File: src/dlr_pkg.sv
package dlr_pkg;

  localparam int FUNC_W = 3;
  localparam int VALUE_W = 32;
  localparam int STATUS_W = 2;
  localparam int DEPTH_DEF = 64;

  typedef enum logic [FUNC_W-1:0] {
    FN_CLEAR   = 3'd0,
    FN_PUSH    = 3'd1,
    FN_REVERSE = 3'd2,
    FN_DELETE  = 3'd3,
    FN_EMIT    = 3'd4
  } func_t;

  typedef enum logic [STATUS_W-1:0] {
    ST_ELEM     = 2'd0,
    ST_EMPTY    = 2'd1,
    ST_ERROR    = 2'd2,
    ST_OVERFLOW = 2'd3
  } status_t;

endpackage

File: src/dlr_ram.sv
module dlr_ram #(
  parameter int WIDTH = 32,
  parameter int DEPTH = 64
) (
  input  logic                     clk,
  input  logic                     we,
  input  logic [$clog2(DEPTH)-1:0] waddr,
  input  logic [WIDTH-1:0]         wdata,
  input  logic                     re,
  input  logic [$clog2(DEPTH)-1:0] raddr,
  output logic [WIDTH-1:0]         rdata
);

  logic [WIDTH-1:0] mem [DEPTH];
  logic [WIDTH-1:0] rdata_r;

  always_ff @(posedge clk) begin
    if (we) begin
      mem[waddr] <= wdata;
    end
    if (re) begin
      rdata_r <= mem[raddr];
    end
  end

  assign rdata = rdata_r;

endmodule

File: src/deque_with_lazy_reverse_core.sv
// Double-ended queue over a ring store held in one single-port-read RAM. Clear, push,
// reverse and delete leave the input ready, and it stays ready while earlier results
// drain. An emit holds the input while it reads its elements in turn through the store's
// single read port (or gives one empty, error or overflow result), and longer while the
// output stalls; results leave through a two-deep pipeline at up to one item per cycle
// when not stalled. Reverse only flips a direction flag, so no data move in the store.
module deque_with_lazy_reverse_core #(
  parameter int DEPTH = dlr_pkg::DEPTH_DEF
) (
  input  logic                                clk,
  input  logic                                rst_n,
  input  logic                                in_valid,
  output logic                                in_ready,
  input  logic [dlr_pkg::FUNC_W-1:0]          in_func,
  input  logic signed [dlr_pkg::VALUE_W-1:0]  in_value,
  output logic                                out_valid,
  input  logic                                out_ready,
  output logic [dlr_pkg::STATUS_W-1:0]        out_status,
  output logic signed [dlr_pkg::VALUE_W-1:0]  out_element,
  output logic                                out_last
);

  import dlr_pkg::*;

  localparam int AW = $clog2(DEPTH);
  localparam int CW = $clog2(DEPTH + 1);
  localparam logic [AW:0] DEPTH_S = (AW + 1)'(DEPTH);
  localparam logic [CW-1:0] DEPTH_C = CW'(DEPTH);
  localparam logic [CW-1:0] ONE_C = CW'(1);

  typedef enum logic {S_IDLE, S_EMIT} state_t;

  state_t        state_r, state_nxt;
  logic [AW-1:0] head_r, head_nxt;
  logic [CW-1:0] occ_r, occ_nxt;
  logic          rev_r, rev_nxt;
  logic          err_r, err_nxt;
  logic          ovf_r, ovf_nxt;
  logic [CW-1:0] cnt_r, cnt_nxt;

  logic          s1_valid_r, s1_valid_nxt;
  status_t       s1_status_r;
  logic          s1_last_r;
  logic          out_valid_r, out_valid_nxt;
  status_t       out_status_r;
  logic [VALUE_W-1:0] out_element_r;
  logic          out_last_r;

  logic               accept, move, fire, stream;
  logic               ram_we, ram_re;
  logic [AW-1:0]      ram_waddr, ram_raddr;
  logic [VALUE_W-1:0] ram_rdata;
  logic [CW-1:0]      rd_off;
  status_t            fire_status;
  logic               fire_last;
  func_t              func;

  function automatic logic [AW-1:0] slot(input logic [AW-1:0] h, input logic [AW-1:0] o);
    logic [AW:0] s;
    s = {1'b0, h} + {1'b0, o};
    if (s >= DEPTH_S) begin
      s = s - DEPTH_S;
    end
    return s[AW-1:0];
  endfunction

  assign func     = func_t'(in_func);
  assign in_ready = (state_r == S_IDLE);
  assign accept   = in_valid && in_ready;
  assign move     = s1_valid_r && (!out_valid_r || out_ready);
  assign fire     = (state_r == S_EMIT) && (!s1_valid_r || move);
  assign stream   = !err_r && !ovf_r && (occ_r != '0);

  assign rd_off    = rev_r ? (occ_r - ONE_C - cnt_r) : cnt_r;
  assign ram_raddr = slot(head_r, rd_off[AW-1:0]);
  assign ram_re    = fire && stream;
  assign ram_waddr = slot(head_r, occ_r[AW-1:0]);
  assign ram_we    = accept && !err_r && (func == FN_PUSH) && (occ_r != DEPTH_C);

  always_comb begin
    if (err_r) begin
      fire_status = ST_ERROR;
    end else if (ovf_r) begin
      fire_status = ST_OVERFLOW;
    end else if (occ_r == '0) begin
      fire_status = ST_EMPTY;
    end else begin
      fire_status = ST_ELEM;
    end
    fire_last = !stream || (cnt_r == occ_r - ONE_C);
  end

  always_comb begin
    state_nxt = state_r;
    head_nxt  = head_r;
    occ_nxt   = occ_r;
    rev_nxt   = rev_r;
    err_nxt   = err_r;
    ovf_nxt   = ovf_r;
    cnt_nxt   = cnt_r;
    if (accept) begin
      if (func == FN_CLEAR) begin
        head_nxt = '0;
        occ_nxt  = '0;
        rev_nxt  = 1'b0;
        err_nxt  = 1'b0;
        ovf_nxt  = 1'b0;
      end else if (func == FN_EMIT) begin
        state_nxt = S_EMIT;
        cnt_nxt   = '0;
      end else if (!err_r) begin
        unique case (func)
          FN_PUSH: begin
            if (occ_r == DEPTH_C) begin
              ovf_nxt = 1'b1;
            end else begin
              occ_nxt = occ_r + ONE_C;
            end
          end
          FN_REVERSE: begin
            rev_nxt = !rev_r;
          end
          FN_DELETE: begin
            if (occ_r == '0) begin
              err_nxt = 1'b1;
            end else begin
              if (!rev_r) begin
                head_nxt = slot(head_r, AW'(1));
              end
              occ_nxt = occ_r - ONE_C;
            end
          end
          default: begin
          end
        endcase
      end
    end
    if (fire) begin
      cnt_nxt = cnt_r + ONE_C;
      if (fire_last) begin
        state_nxt = S_IDLE;
      end
    end
  end

  always_comb begin
    s1_valid_nxt = fire ? 1'b1 : (move ? 1'b0 : s1_valid_r);
    out_valid_nxt = move ? 1'b1 : (out_ready ? 1'b0 : out_valid_r);
  end

  always_ff @(posedge clk) begin
    if (fire) begin
      s1_status_r <= fire_status;
      s1_last_r   <= fire_last;
    end
    if (move) begin
      out_status_r  <= s1_status_r;
      out_element_r <= (s1_status_r == ST_ELEM) ? ram_rdata : '0;
      out_last_r    <= s1_last_r;
    end
    if (!rst_n) begin
      state_r     <= S_IDLE;
      head_r      <= '0;
      occ_r       <= '0;
      rev_r       <= 1'b0;
      err_r       <= 1'b0;
      ovf_r       <= 1'b0;
      cnt_r       <= '0;
      s1_valid_r  <= 1'b0;
      out_valid_r <= 1'b0;
    end else begin
      state_r     <= state_nxt;
      head_r      <= head_nxt;
      occ_r       <= occ_nxt;
      rev_r       <= rev_nxt;
      err_r       <= err_nxt;
      ovf_r       <= ovf_nxt;
      cnt_r       <= cnt_nxt;
      s1_valid_r  <= s1_valid_nxt;
      out_valid_r <= out_valid_nxt;
    end
  end

  dlr_ram #(
    .WIDTH (VALUE_W),
    .DEPTH (DEPTH)
  ) u_store (
    .clk   (clk),
    .we    (ram_we),
    .waddr (ram_waddr),
    .wdata (in_value),
    .re    (ram_re),
    .raddr (ram_raddr),
    .rdata (ram_rdata)
  );

  assign out_valid   = out_valid_r;
  assign out_status  = out_status_r;
  assign out_element = out_element_r;
  assign out_last    = out_last_r;

endmodule

File: config.mk
export PLATFORM = sky130hd
export DESIGN_NAME = deque_with_lazy_reverse_core
export DESIGN_NICKNAME = d
export VERILOG_FILES = /design/src/dlr_pkg.sv /design/src/dlr_ram.sv /design/src/deque_with_lazy_reverse_core.sv
export SDC_FILE = /design/constraint.sdc
export NUM_CORES = 2
export LEC_CHECK = 0
export BUFFER_PORTS_ARGS = -buffer_cell sky130_fd_sc_hd__buf_2
export CAP_MARGIN = 15
export CORE_MARGIN = 10
export CORE_UTILIZATION = 25
export DETAILED_ROUTE_END_ITERATION = 10
export HOLD_SLACK_MARGIN = 0.02
export SLEW_MARGIN = 20
export SYNTH_ARGS = -nofsm -noshare
export SYNTH_HDL_FRONTEND = slang
export SYNTH_HIERARCHICAL = 1
export SYNTH_SLANG_ARGS = --single-unit
File: constraint.sdc
create_clock -name clk -period 13.2 [get_ports clk]
set_input_delay 1.98 -clock clk [delete_from_list [all_inputs] [get_ports clk]]
set_output_delay 1.98 -clock clk [all_outputs]
set_load 0.005 [all_outputs]
==> metrics.csv <==
stage;metric;value;unit
clocking;clk buf depth;3;
synth;#FFs+latches synth;2144;
worst_setup_path;crit path max fanout;47;
clocking;cts repair resizes;0;
worst_setup_path;WS Path Type;reg -> reg;
clocking;H-tree depth;4;
synth;Post-Syn Instances;3692;
synth;sequential area share after synthesis;77.70;%
clocking;CTS tree;yes;
synth;mux cell area share after synthesis;16.02;%
cells_and_area;final instance area;0.09540;mm^2
clocking;clock net sink count;2144;
pwr;Peak VDD IR;155.3;uV
grt;total grt overflow;0;
worst_setup_path;Worst Path Buf+Inv;3;
detailed_routing;Metal-1 WL;89960;um
detailed_routing;DR WL/cell;26.13;um
synth;compound-cell area share of the yosys netlist;2.252;%
sta;Fmax;0.1526;GHz
placed_design;DP Area;0.08879;mm^2
clocking;# Post-CTS Setup Buffers;0;
detailed_routing;Detailed Route Iter0 Violations;5145;
floorplan;Die Y;594.5;um
synth;largest family of logic cells by synthesized area;multiplexers;
grt;vias in the first global route;40230;
grt;gr usage total;12.00;%
worst_setup_path;R2R setup slack;6650;ps
clocking;root buffer cell;clkbuf_16;
sta;worst slew pin tran;1141;ps
grt;largest net degree at the start of global routing;103;
pwr;static leakage;27.84;nW
floorplan;chip width;594.5;um
clocking;clock latency on the worst-skew pair;820;ps
sta;final worst-path setup slack;6647;ps
cells_and_area;most common cell after layout, fill and taps aside;edfxtp_1;
floorplan;# IOs;76;
sta;min Tclk post-route;6553;ps
worst_setup_path;Crit. End Element;flop;
synth;Synth warnings;6;
synth;ys async rst share;0;%
sta;setup TNS;0;ps
sta;Setup violations, final;0;
grt;initial antenna violation count;25;
worst_setup_path;Worst Path Required;13740;ps
worst_setup_path;max incr delay on CP;1340;ps
worst_setup_path;CP Cell Sequence;inv_1 > ha_1 > fa_1 > a21oi_1 > fa_4 > buf_4 > buf_4 > nand2_2 > o22ai_1 > nor2_1 > a21oi_1 > nor2_1;
detailed_routing;final wirelength;219400;um
cells_and_area;Sequential Area;0.06412;mm^2
placed_design;dpl ws;6276;ps
cells_and_area;fin nets;3941;
sta;Final Skew;37.75;ps
grt;first-pass GRT wire length;309800;um
floorplan;Initial Util;25.17;%
placed_design;RePlAce Congestion;0.7245;
synth;Post-Synth XOR/XNOR Area;0.2759;%
synth;syn_nets;3753;
hold_path;min-delay worst type;reg -> reg;
placed_design;Final HPWL DP;112800;um
clocking;CTS Buf Count;206;
synth;post-synthesis cell area;0.08252;mm^2
sta;Max Slew Vio Count;0;
worst_setup_path;CP max-delay cell;fa_4;
synth;adder-cell share of the synthesized area;0.3608;%
synth;post-synthesis cell type count;69;
pwr;PwrDens;144.7;mW/mm^2
cells_and_area;Layout Area Growth over Synthesis;15.60;%
floorplan;Die ar.;0.3535;mm^2
clocking;Reg clk slew, reported paths;60;ps
detailed_routing;DRT Pass-1 Iters;5;
synth;Post-synth EDFFs;2118;
worst_setup_path;CP delay by family, top;adder cells;
worst_setup_path;Setup crit start kind;flop;
clocking;hold-fix buffers at CTS;0;
detailed_routing;Routed Antenna Nets;0;
detailed_routing;DR top layer;met5;
worst_setup_path;Worst Path Arrival;7100;ps
sta;RSZ-0062 raised after global routing;false;
cells_and_area;most frequent cells in the layout;2,118 x edfxtp_1, 544 x mux4_2, 209 x clkbuf_16;
sta;crit share post-route;49.64;%
cells_and_area;Fill cells;31780;
sta;final number of hold-violating endpoints;0;
floorplan;core area;0.3279;mm^2
job;Max Cap Viol;0;
placed_design;Buffers on Ports;75;
cells_and_area;multi-input combinational cell area;0.01795;mm^2
detailed_routing;drc violations;0;
detailed_routing;met3 WL;19610;um
cells_and_area;share of post-route cells with drive strength above 1;27.05;%
synth;synthesized area per cell;22.35;um^2
status;run status;finished clean;
sta;Rel. slew slack;23.84;%
synth;top_reg_cell synth;edfxtp_1;
synth;synthesized-area fraction occupied by and/or/nand/nor cells;2.123;%
floorplan;row cnt;210;
detailed_routing;DR vias;39650;
detailed_routing;via/cell ratio;4.723;
detailed_routing;met2 routed WL;104900;um
[flip-flops by register name (all words and copies together), names as in the netlist, 2 cells and up]
| name | count |
|---|---|
| u_store/mem | 2048 |
| u_store/rdata | 32 |
| occ_r | 7 |
| s1_status_r | 2 |
| cnt_r | 7 |
| head_r | 6 |
| out_status | 2 |
| out_element | 32 |
[layer usage]
metal / vias to the layer above / GRT usage (%)
li1: 15980 / -
met1: 21550 / 16.51
met2: 1799 / 19.43
met3: 307 / 2.529
met4: 12 / 2.907
met5: - / 0
[layout make-up]
cell class,instances,area share [%]
Timing Repair Buffer,178,1.377
Antenna cell,5,0.01312
Clock buffer,265,5.703
Tap cell,4346,5.700
Clock inverter,108,1.103
Sequential cell,2144,67.21
Inverter,20,0.07869
Multi-Input combinational cell,1330,18.81
[cells by family after synthesis]
family                     count (synthesis)
DFF                                     2144
and+or+nand+nor                          361
muxes                                    641
AOI/OAI and AO/OA                        280
buffers and inverters                    218
xor gates and xnor gates                  26
adders and majority gates                 22
[cell usage after synthesis (3+ instances only)]
| library cell | number | area [um^2] |
|---|---|---|
| edfxtp_1 | 2118 | 63600 |
| mux4_2 | 544 | 12250 |
| nor2_1 | 170 | 638.1 |
| mux2i_1 | 96 | 960.9 |
| a21oi_1 | 88 | 440.4 |
| o22ai_1 | 84 | 525.5 |
| clkbuf_1 | 81 | 304.0 |
| buf_2 | 63 | 315.3 |
| nand2_1 | 40 | 150.1 |
| and2_1 | 36 | 225.2 |
| o221ai_1 | 28 | 245.2 |
| dfxtp_1 | 26 | 520.5 |
| buf_4 | 25 | 187.7 |
| buf_1 | 22 | 82.58 |
| nor2b_1 | 22 | 137.6 |
| inv_1 | 20 | 75.07 |
| ha_1 | 19 | 237.7 |
| nand3_1 | 18 | 90.09 |
| xnor2_1 | 17 | 148.9 |
| nor3_1 | 16 | 80.08 |
| a22oi_1 | 14 | 105.1 |
| o21ai_0 | 11 | 55.05 |
| a311oi_1 | 9 | 78.83 |
| nand2b_1 | 9 | 56.30 |
| nand3b_1 | 9 | 67.56 |
| xor2_1 | 9 | 78.83 |
| a31oi_1 | 7 | 43.79 |
| buf_6 | 7 | 78.83 |
| and3_1 | 6 | 37.54 |
| or2_2 | 6 | 37.54 |
| or3_1 | 6 | 37.54 |
| a21o_1 | 5 | 37.54 |
| a41o_1 | 5 | 50.05 |
| a211oi_1 | 4 | 30.03 |
| o32ai_1 | 4 | 35.03 |
| or3b_2 | 4 | 35.03 |
| fa_1 | 3 | 60.06 |
| o21a_1 | 3 | 22.52 |
[through the flow]
step / hold slack, ps / util [%] / std cells / power [mW]
2_1_floorplan: 400.3 / - / 3692 / 8.003
3_3_place_gp: 403.7 / 27.08 / 8016 / 8.217
3_5_place_dp: 406.1 / 27.08 / 8016 / 8.229
4_1_cts: 440.2 / 29.06 / 8389 / 13.93
5_1_grt: 446.4 / 29.09 / 8395 / 14.23
6_report: 432.2 / 29.09 / 8396 / 13.81
[path summary, 6_finish.rpt]
kind                               from  cells after the start                     endpoint
hold reg to reg     s1_last_r$_DFFE_PP_                      0           out_last$_DFFE_PP_
hold / removal      s1_last_r$_DFFE_PP_                      0           out_last$_DFFE_PP_
setup / recovery  occ_r[0]$_SDFFE_PN0P_                     12  u_store/rdata[25]$_DFFE_PP_
setup reg to reg  occ_r[0]$_SDFFE_PN0P_                     12  u_store/rdata[25]$_DFFE_PP_
[power breakdown]
| part | internal (mW) | switching, mW | total (mW) |
|---|---|---|---|
| clock network | 3.24 | 2.50 | 5.73 |
| logic | 0.237 | 0.348 | 0.584 |
| registers | 7.48 | 0.00428 | 7.49 |
| total | 11.0 | 2.85 | 13.8 |
[worst reg2reg max path: stages (launching register included)]
cell	delay (ps)
dfxtp_1	450
inv_1	90
ha_1	340
fa_1	510
a21oi_1	120
fa_4	1340
buf_4	770
buf_4	810
nand2_2	670
o22ai_1	320
nor2_1	90
a21oi_1	660
nor2_1	100
No activity file was read; power rests on OpenSTA's default activity.
